[src/rtl/ed_pkg.sv]
package ed_pkg;

  // Fixed field widths
  localparam int ELEM_W   = 16;
  localparam int DIST_W   = 21;
  localparam int SUM_BITS = 42;
  // Widest element the sign extension supports
  localparam int RAW_W    = 32;

  // Parameter defaults
  localparam int MAX_DIM_DEFAULT   = 1024;
  localparam int ELEM_BITS_DEFAULT = 16;

  localparam logic [SUM_BITS-1:0] SUM_MAX = '1;

  // Input beat
  typedef struct packed {
    logic signed [ELEM_W-1:0] elem_u;
    logic signed [ELEM_W-1:0] elem_v;
    logic                     last;
  } elem_t;

  // Result beat
  typedef struct packed {
    logic [DIST_W-1:0] distance;
    logic              saturated;
  } result_t;

endpackage

[src/rtl/ed_isqrt.sv]
module ed_isqrt (
  input  logic                        clk,
  input  logic                        rst,
  input  logic                        start,
  input  logic [ed_pkg::SUM_BITS-1:0] operand,
  output logic                        busy,
  output logic [ed_pkg::DIST_W-1:0]   root_out
);
  import ed_pkg::*;

  localparam logic [SUM_BITS-1:0] BIT_INIT = SUM_BITS'(1) << (SUM_BITS - 2);

  logic [SUM_BITS-1:0] rem;
  logic [SUM_BITS-1:0] root;
  logic [SUM_BITS-1:0] bit_q;
  logic [SUM_BITS:0]   trial;
  logic                take;

  // One digit per cycle: compare remainder against root + bit
  always_comb begin
    trial = {1'b0, root} + {1'b0, bit_q};
    take  = ({1'b0, rem} >= trial);
  end

  always_ff @(posedge clk) begin
    if (rst) begin
      busy <= 1'b0;
    end else if (start) begin
      busy  <= 1'b1;
      rem   <= operand;
      root  <= '0;
      bit_q <= BIT_INIT;
    end else if (busy) begin
      if (take) begin
        rem  <= rem - trial[SUM_BITS-1:0];
        root <= (root >> 1) + bit_q;
      end else begin
        root <= root >> 1;
      end
      bit_q <= bit_q >> 2;
      // last digit done when the bit reaches the lsb
      if (bit_q[0]) begin
        busy <= 1'b0;
      end
    end
  end

  assign root_out = root[DIST_W-1:0];

endmodule

[src/rtl/euclidean_distance.sv]
// Euclidean (L2) distance of two vectors streamed one element pair per beat.
// Input channel elem (elem_valid/elem_ready): elem_u and elem_v in signed
// Q8.8, last marks the final pair. Output channel result (result_valid/
// result_ready): distance in unsigned Q13.8 and a saturated flag, one beat
// per vector, given on the pair marked last.
// Each pair is squared by a shift-add loop that feeds one saturating 42-bit
// adder, one multiplier bit per cycle, stopping at the top set bit of
// |u - v|; a pair past MAX_DIM skips the loop. On the last pair the 21-step
// digit-by-digit square root runs after that, and the result moves into the
// output register once it is free. elem_ready is high only while the
// sequencer is idle.
// The result sits in an output register: while the receiver stalls, new
// pairs of the next vector are still taken; only a finished root waits for
// the register to free up. Reset (rst, synchronous) clears the sum, the
// element count, the overflow flag and any pending result.
module euclidean_distance #(
  parameter int MAX_DIM   = ed_pkg::MAX_DIM_DEFAULT,
  parameter int ELEM_BITS = ed_pkg::ELEM_BITS_DEFAULT
) (
  input  logic            clk,
  input  logic            rst,
  input  logic            elem_valid,
  output logic            elem_ready,
  input  ed_pkg::elem_t   elem,
  output logic            result_valid,
  input  logic            result_ready,
  output ed_pkg::result_t result
);
  import ed_pkg::*;

  localparam int MAG_BITS = ELEM_BITS + 1;
  localparam int TERM_W   = (2 * MAG_BITS > SUM_BITS) ? 2 * MAG_BITS : SUM_BITS;
  localparam int CNT_W    = $clog2(MAX_DIM + 1);

  typedef enum logic [1:0] {
    S_IDLE,
    S_MUL,
    S_START,
    S_WAIT
  } state_t;

  state_t              state;
  logic [SUM_BITS-1:0] square_sum;
  logic [CNT_W-1:0]    element_count;
  logic                overflow_seen;
  logic [MAG_BITS-1:0] mplier;
  logic [TERM_W-1:0]   mcand;
  logic                last_q;

  logic [RAW_W-1:0]     raw_u;
  logic [RAW_W-1:0]     raw_v;
  logic [ELEM_BITS-1:0] u_e;
  logic [ELEM_BITS-1:0] v_e;
  logic [MAG_BITS-1:0]  diff;
  logic [MAG_BITS-1:0]  mag;
  logic                 count_full;
  logic                 term_big;
  logic [SUM_BITS:0]    acc_sum;
  logic                 acc_ovf;
  logic                 accept;
  logic                 sqrt_start;
  logic                 sqrt_busy;
  logic [DIST_W-1:0]    sqrt_root;
  logic                 res_load;

  // Element decode: sign-extend from ELEM_BITS, take |u - v|
  always_comb begin
    raw_u      = RAW_W'($unsigned(elem.elem_u));
    raw_v      = RAW_W'($unsigned(elem.elem_v));
    u_e        = raw_u[ELEM_BITS-1:0];
    v_e        = raw_v[ELEM_BITS-1:0];
    diff       = {u_e[ELEM_BITS-1], u_e} - {v_e[ELEM_BITS-1], v_e};
    mag        = diff[MAG_BITS-1] ? MAG_BITS'(~diff + MAG_BITS'(1)) : diff;
    count_full = (element_count >= CNT_W'(MAX_DIM));
  end

  // Shared saturating accumulate of one partial product
  always_comb begin
    term_big = (mcand > TERM_W'(SUM_MAX));
    acc_sum  = {1'b0, square_sum} + {1'b0, mcand[SUM_BITS-1:0]};
    acc_ovf  = term_big || acc_sum[SUM_BITS];
  end

  assign elem_ready = (state == S_IDLE);
  assign accept     = elem_valid && elem_ready;
  assign sqrt_start = (state == S_START);
  // finished root moves into a free (or freeing) output register
  assign res_load   = (state == S_WAIT) && !sqrt_busy && (!result_valid || result_ready);

  ed_isqrt u_isqrt (
    .clk      (clk),
    .rst      (rst),
    .start    (sqrt_start),
    .operand  (square_sum),
    .busy     (sqrt_busy),
    .root_out (sqrt_root)
  );

  // Sequencer, accumulator and result register
  always_ff @(posedge clk) begin
    if (rst) begin
      state         <= S_IDLE;
      square_sum    <= '0;
      element_count <= '0;
      overflow_seen <= 1'b0;
      result_valid  <= 1'b0;
    end else begin
      if (res_load) begin
        result_valid <= 1'b1;
      end else if (result_valid && result_ready) begin
        result_valid <= 1'b0;
      end
      unique case (state)
        S_IDLE: begin
          if (accept) begin
            last_q <= elem.last;
            if (count_full) begin
              // too many pairs: force the sum to full scale
              square_sum    <= SUM_MAX;
              overflow_seen <= 1'b1;
              state         <= elem.last ? S_START : S_IDLE;
            end else begin
              element_count <= element_count + CNT_W'(1);
              mplier        <= mag;
              mcand         <= TERM_W'(mag);
              state         <= S_MUL;
            end
          end
        end
        S_MUL: begin
          if (mplier == '0) begin
            state <= last_q ? S_START : S_IDLE;
          end else begin
            if (mplier[0]) begin
              if (acc_ovf) begin
                square_sum    <= SUM_MAX;
                overflow_seen <= 1'b1;
              end else begin
                square_sum <= acc_sum[SUM_BITS-1:0];
              end
            end
            mplier <= mplier >> 1;
            mcand  <= mcand << 1;
          end
        end
        S_START: begin
          state <= S_WAIT;
        end
        S_WAIT: begin
          if (res_load) begin
            result.distance  <= sqrt_root;
            result.saturated <= overflow_seen;
            square_sum       <= '0;
            element_count    <= '0;
            overflow_seen    <= 1'b0;
            state            <= S_IDLE;
          end
        end
        default: begin
          state <= S_IDLE;
        end
      endcase
    end
  end

endmodule

[config.mk]
export PLATFORM = sky130hd
export DESIGN_NAME = euclidean_distance
export DESIGN_NICKNAME = d
export VERILOG_FILES = /design/src/rtl/ed_pkg.sv /design/src/rtl/ed_isqrt.sv /design/src/rtl/euclidean_distance.sv
export SDC_FILE = /design/constraint.sdc
export NUM_CORES = 1
export LEC_CHECK = 0
export BUFFER_PORTS_ARGS = -buffer_cell sky130_fd_sc_hd__buf_2
export CORE_ASPECT_RATIO = 0.6
export CORE_MARGIN = 3
export CORE_UTILIZATION = 55
export CTS_BUF_LIST = sky130_fd_sc_hd__clkbuf_16
export DETAILED_ROUTE_END_ITERATION = 8
export GPL_ROUTABILITY_DRIVEN = 0
export GPL_TIMING_DRIVEN = 1
export MAX_ROUTING_LAYER = met4
export PLACE_DENSITY = 0.75
export SETUP_SLACK_MARGIN = 0.2
export SKIP_CTS_REPAIR_TIMING = 1
export SYNTH_ARGS = -nofsm -noshare
export SYNTH_HDL_FRONTEND = slang
export SYNTH_HIERARCHICAL = 1
export SYNTH_SLANG_ARGS = --single-unit
[constraint.sdc]
create_clock -name clk -period 6.65 [get_ports clk]
set_input_delay 0.665 -clock clk [delete_from_list [all_inputs] [get_ports clk]]
set_output_delay 0.665 -clock clk [all_outputs]
set_load 0.02 [all_outputs]
==> key figures <==
Outcome
  – Status: finished clean

Detailed routing
  – Average wire per standard cell: 19.1 µm
  – DR pass1 iterations: 6
  – Post-route DRC: 0
  – Antenna viol nets, final: 0
  – DR vias: 16574
  – Initial DRC count: 1938
  – Vias per inst: 6.39
  – Final WL: 49600 µm

Setup path
  – CP startpoint kind: flop
  – CP Data Arrival Time: 6.19 ns
  – Req. time, crit path: 6.92 ns
  – Crit path kind: reg -> reg
  – CP Max Fanout: 10
  – CP endpoint kind: flop

Die
  – I/O pin count: 61
  – Chip Width: 246 µm
  – Die area: 0.0370 mm²
  – Core footprint: 0.0339 mm²
  – Die height: 150 µm
  – Initial Util: 56.2%
  – Row count: 52

GRT
  – Initial antenna violation count: 0
  – Remaining Overflow, GRT: 0
  – Vias in the first global route: 15370
  – First-pass GRT wire length: 79800 µm
  – GRT Total Usage: 27.1%
  – Largest net degree at the start of global routing: 85

STA
  – Setup-failing EPs final: 0
  – Slew HR: 9.17%
  – Final max-slew violation count: 0
  – Achievable Freq: 169 MHz
  – Final Skew: 0.0138 ns
  – Hold_ws: 0.307 ns
  – Final worst path period need: 5.93 ns
  – Fin. Hold Viols: 0
  – Tcrit/Tclk final: 89.1%
  – Setup TNS: 0 ns
  – Final setup margin: 0.722 ns
  – RSZ-0062 raised after global routing: no
  – Worst Max-Slew Pin Slew: 1.36 ns

Clock network
  – CTS HTree Levels: 1
  – Clock Tree Root: clkbuf_16
  – CTS tree: built
  – Max Buffers Root-to-Sink: 3
  – Clock slew at reported path FFs: 0.06 ns
  – Clk sinks: 245
  – Later-pin clock latency in the skew report: 0.55 ns
  – Num CTS Buffers: 26

Synth
  – YS warnings: 6
  – Synth Instances: 2121
  – Synth area leaders: edfxtp_1, ha_1, dfxtp_1
  – FFs w/ async S/R, synth: 0%
  – Count of state elements after synthesis: 245
  – Number of synthesized flops with an enable pin: 187
  – Syn Std Cell Area: 0.0191 mm²
  – Top cell type by total area after synthesis: edfxtp_1
  – Library cells used by synthesis: 94
  – Sequential area share after synthesis: 35.6%
  – Top cell type's share of synthesized area: 29.5%
  – Syn Area/Cell: 8.98 µm²
  – Syn Nets: 2308
  – Synth Flop Type: edfxtp_1

Final layout
  – Fin nets: 2300
  – Most frequent cells in the layout: a21oi_1, edfxtp_1, nand2_1
  – Fillers: 2855
  – Commonest non-fill, non-tap cell in the layout: a21oi_1
  – Area of the multi-input gates: 0.0114 mm²
  – Seq. cell area: 0.00678 mm²
  – Synth-to-Final Area Change: 6.66%
  – Antenna diodes: 0
  – Layout cells sized above 1: 8.72%
  – Final Cell Area: 0.0203 mm²
  – Finished Layout Cells: 2592

Job
  – Total of max-cap violations: 0

Place
  – Hpwl dp: 36400 µm
  – Cell Area, Placed: 0.0195 mm²
  – Worst slack, placed: 0.912 ns
  – DP Cell Count: 2544
  – # port buffers: 60

Pwr
  – LEAKAGE: 0.00814 µW
  – Power Dens Cells: 207 mW/mm²
  – Worst ir drop on vdd: 188 µV

Hold path
  – Worst hold-check path type: in -> reg
==> worst max-delay path: stages (launching register included) <==
cell       delay [ns]
edfxtp_1         0.50
ha_1             0.43
a211oi_1         0.12
a211o_1          0.34
o21a_1           0.25
o21ai_0          0.34
a31oi_1          0.19
o21bai_1         0.31
a31oi_1          0.14
xor2_1           0.17
ha_1             0.49
and3_1           0.25
nand2_1          0.08
nor4_1           0.45
nor4b_1          0.62
o2111ai_1        0.32
a21boi_0         0.38
o21a_1           0.18
o31ai_1          0.07
==> report_power, final <==
part / internal [µW] / leakage, µW / total [µW] / switching, µW
Combinational: 364 / 0.00551 / 921 / 557
Sequential: 1750 / 0.00219 / 1810 / 62.2
Clock: 834 / 0.000436 / 1470 / 632
==> final timing paths <==
check | start | endpoint | slack (ns) | cells after the start
max | u_isqrt/root[4] | u_isqrt/rem[36] | 0.72 | 18
min | elem[0] | last_q | 0.31 | 1
max reg2reg | u_isqrt/root[4] | u_isqrt/rem[36] | 0.72 | 18
min reg2reg | overflow_seen | result[0] | 0.43 | 0
==> sequential cells by signal (all words and copies together) (netlist names) <==
register       count
state              2
mplier            17
overflow_seen      1
u_isqrt/busy       1
u_isqrt/bit_q     21
result            22
square_sum        42
mcand             42
last_q             1
u_isqrt/rem       42
element_count     11
result_valid       1
u_isqrt/root      42
==> synth_stat cells (all sizes together), types with 5 or more instances <==
cell type / number
a21oi: 205
edfxtp: 187
nand2: 181
o21ai: 154
ha: 147
nor2: 135
a21o: 92
xnor2: 78
inv: 71
xor2: 61
clkbuf: 60
dfxtp: 58
buf: 53
nand3: 48
and2: 47
nor3: 46
a31oi: 43
nor2b: 41
nand4: 36
a211oi: 31
o21a: 31
and3: 28
or3: 26
o21bai: 23
o31ai: 20
nand2b: 19
o211ai: 18
nor4: 17
a31o: 15
mux2: 12
a21boi: 10
a211o: 8
a311oi: 8
o211a: 8
a22o: 7
a41oi: 6
mux2i: 6
o31a: 6
or2: 6
a2111oi: 5
a221oi: 5
o2111ai: 5
==> through the flow <==
step / util (%) / power, µW
floorplan: - / 2550
global placement: 57.5 / 2710
detailed placement: 57.5 / 2740
CTS: 60.0 / 4210
global route: 60.0 / 4400
finish: 60.0 / 4200
==> cell families (layout without fill, tap and decap cells) <==
kind of cell / Yosys count / count (layout) / synth area share, %
xor gates and xnor gates: 139 / 139 / 6.39
DFF: 245 / 245 / 35.6
adders and majority gates: 150 / 150 / 9.97
muxes: 18 / 18 / 1.02
and+or+nand+nor: 650 / 650 / 17.0
buffers and inverters: 184 / 196 / 4.62
AOI/OAI and AO/OA: 735 / 735 / 25.4
==> final cells by class <==
cell class                 instances  area share (%)
sequential                       245            33.3
clock inverter                    20           0.696
timing repair buffer              77            2.11
clock buffer                      28            3.45
inverter                          71            1.31
multi-input combinational       1692            56.3
tap                              459            2.83
==> layer usage <==
metal	share of wire, %	GRT usage, %
met1	48	39.9
met5	0	-
met2	41	38.1
met4	1.2	4.31
met3	10	6.87
Power figures use the tool's default switching activity.
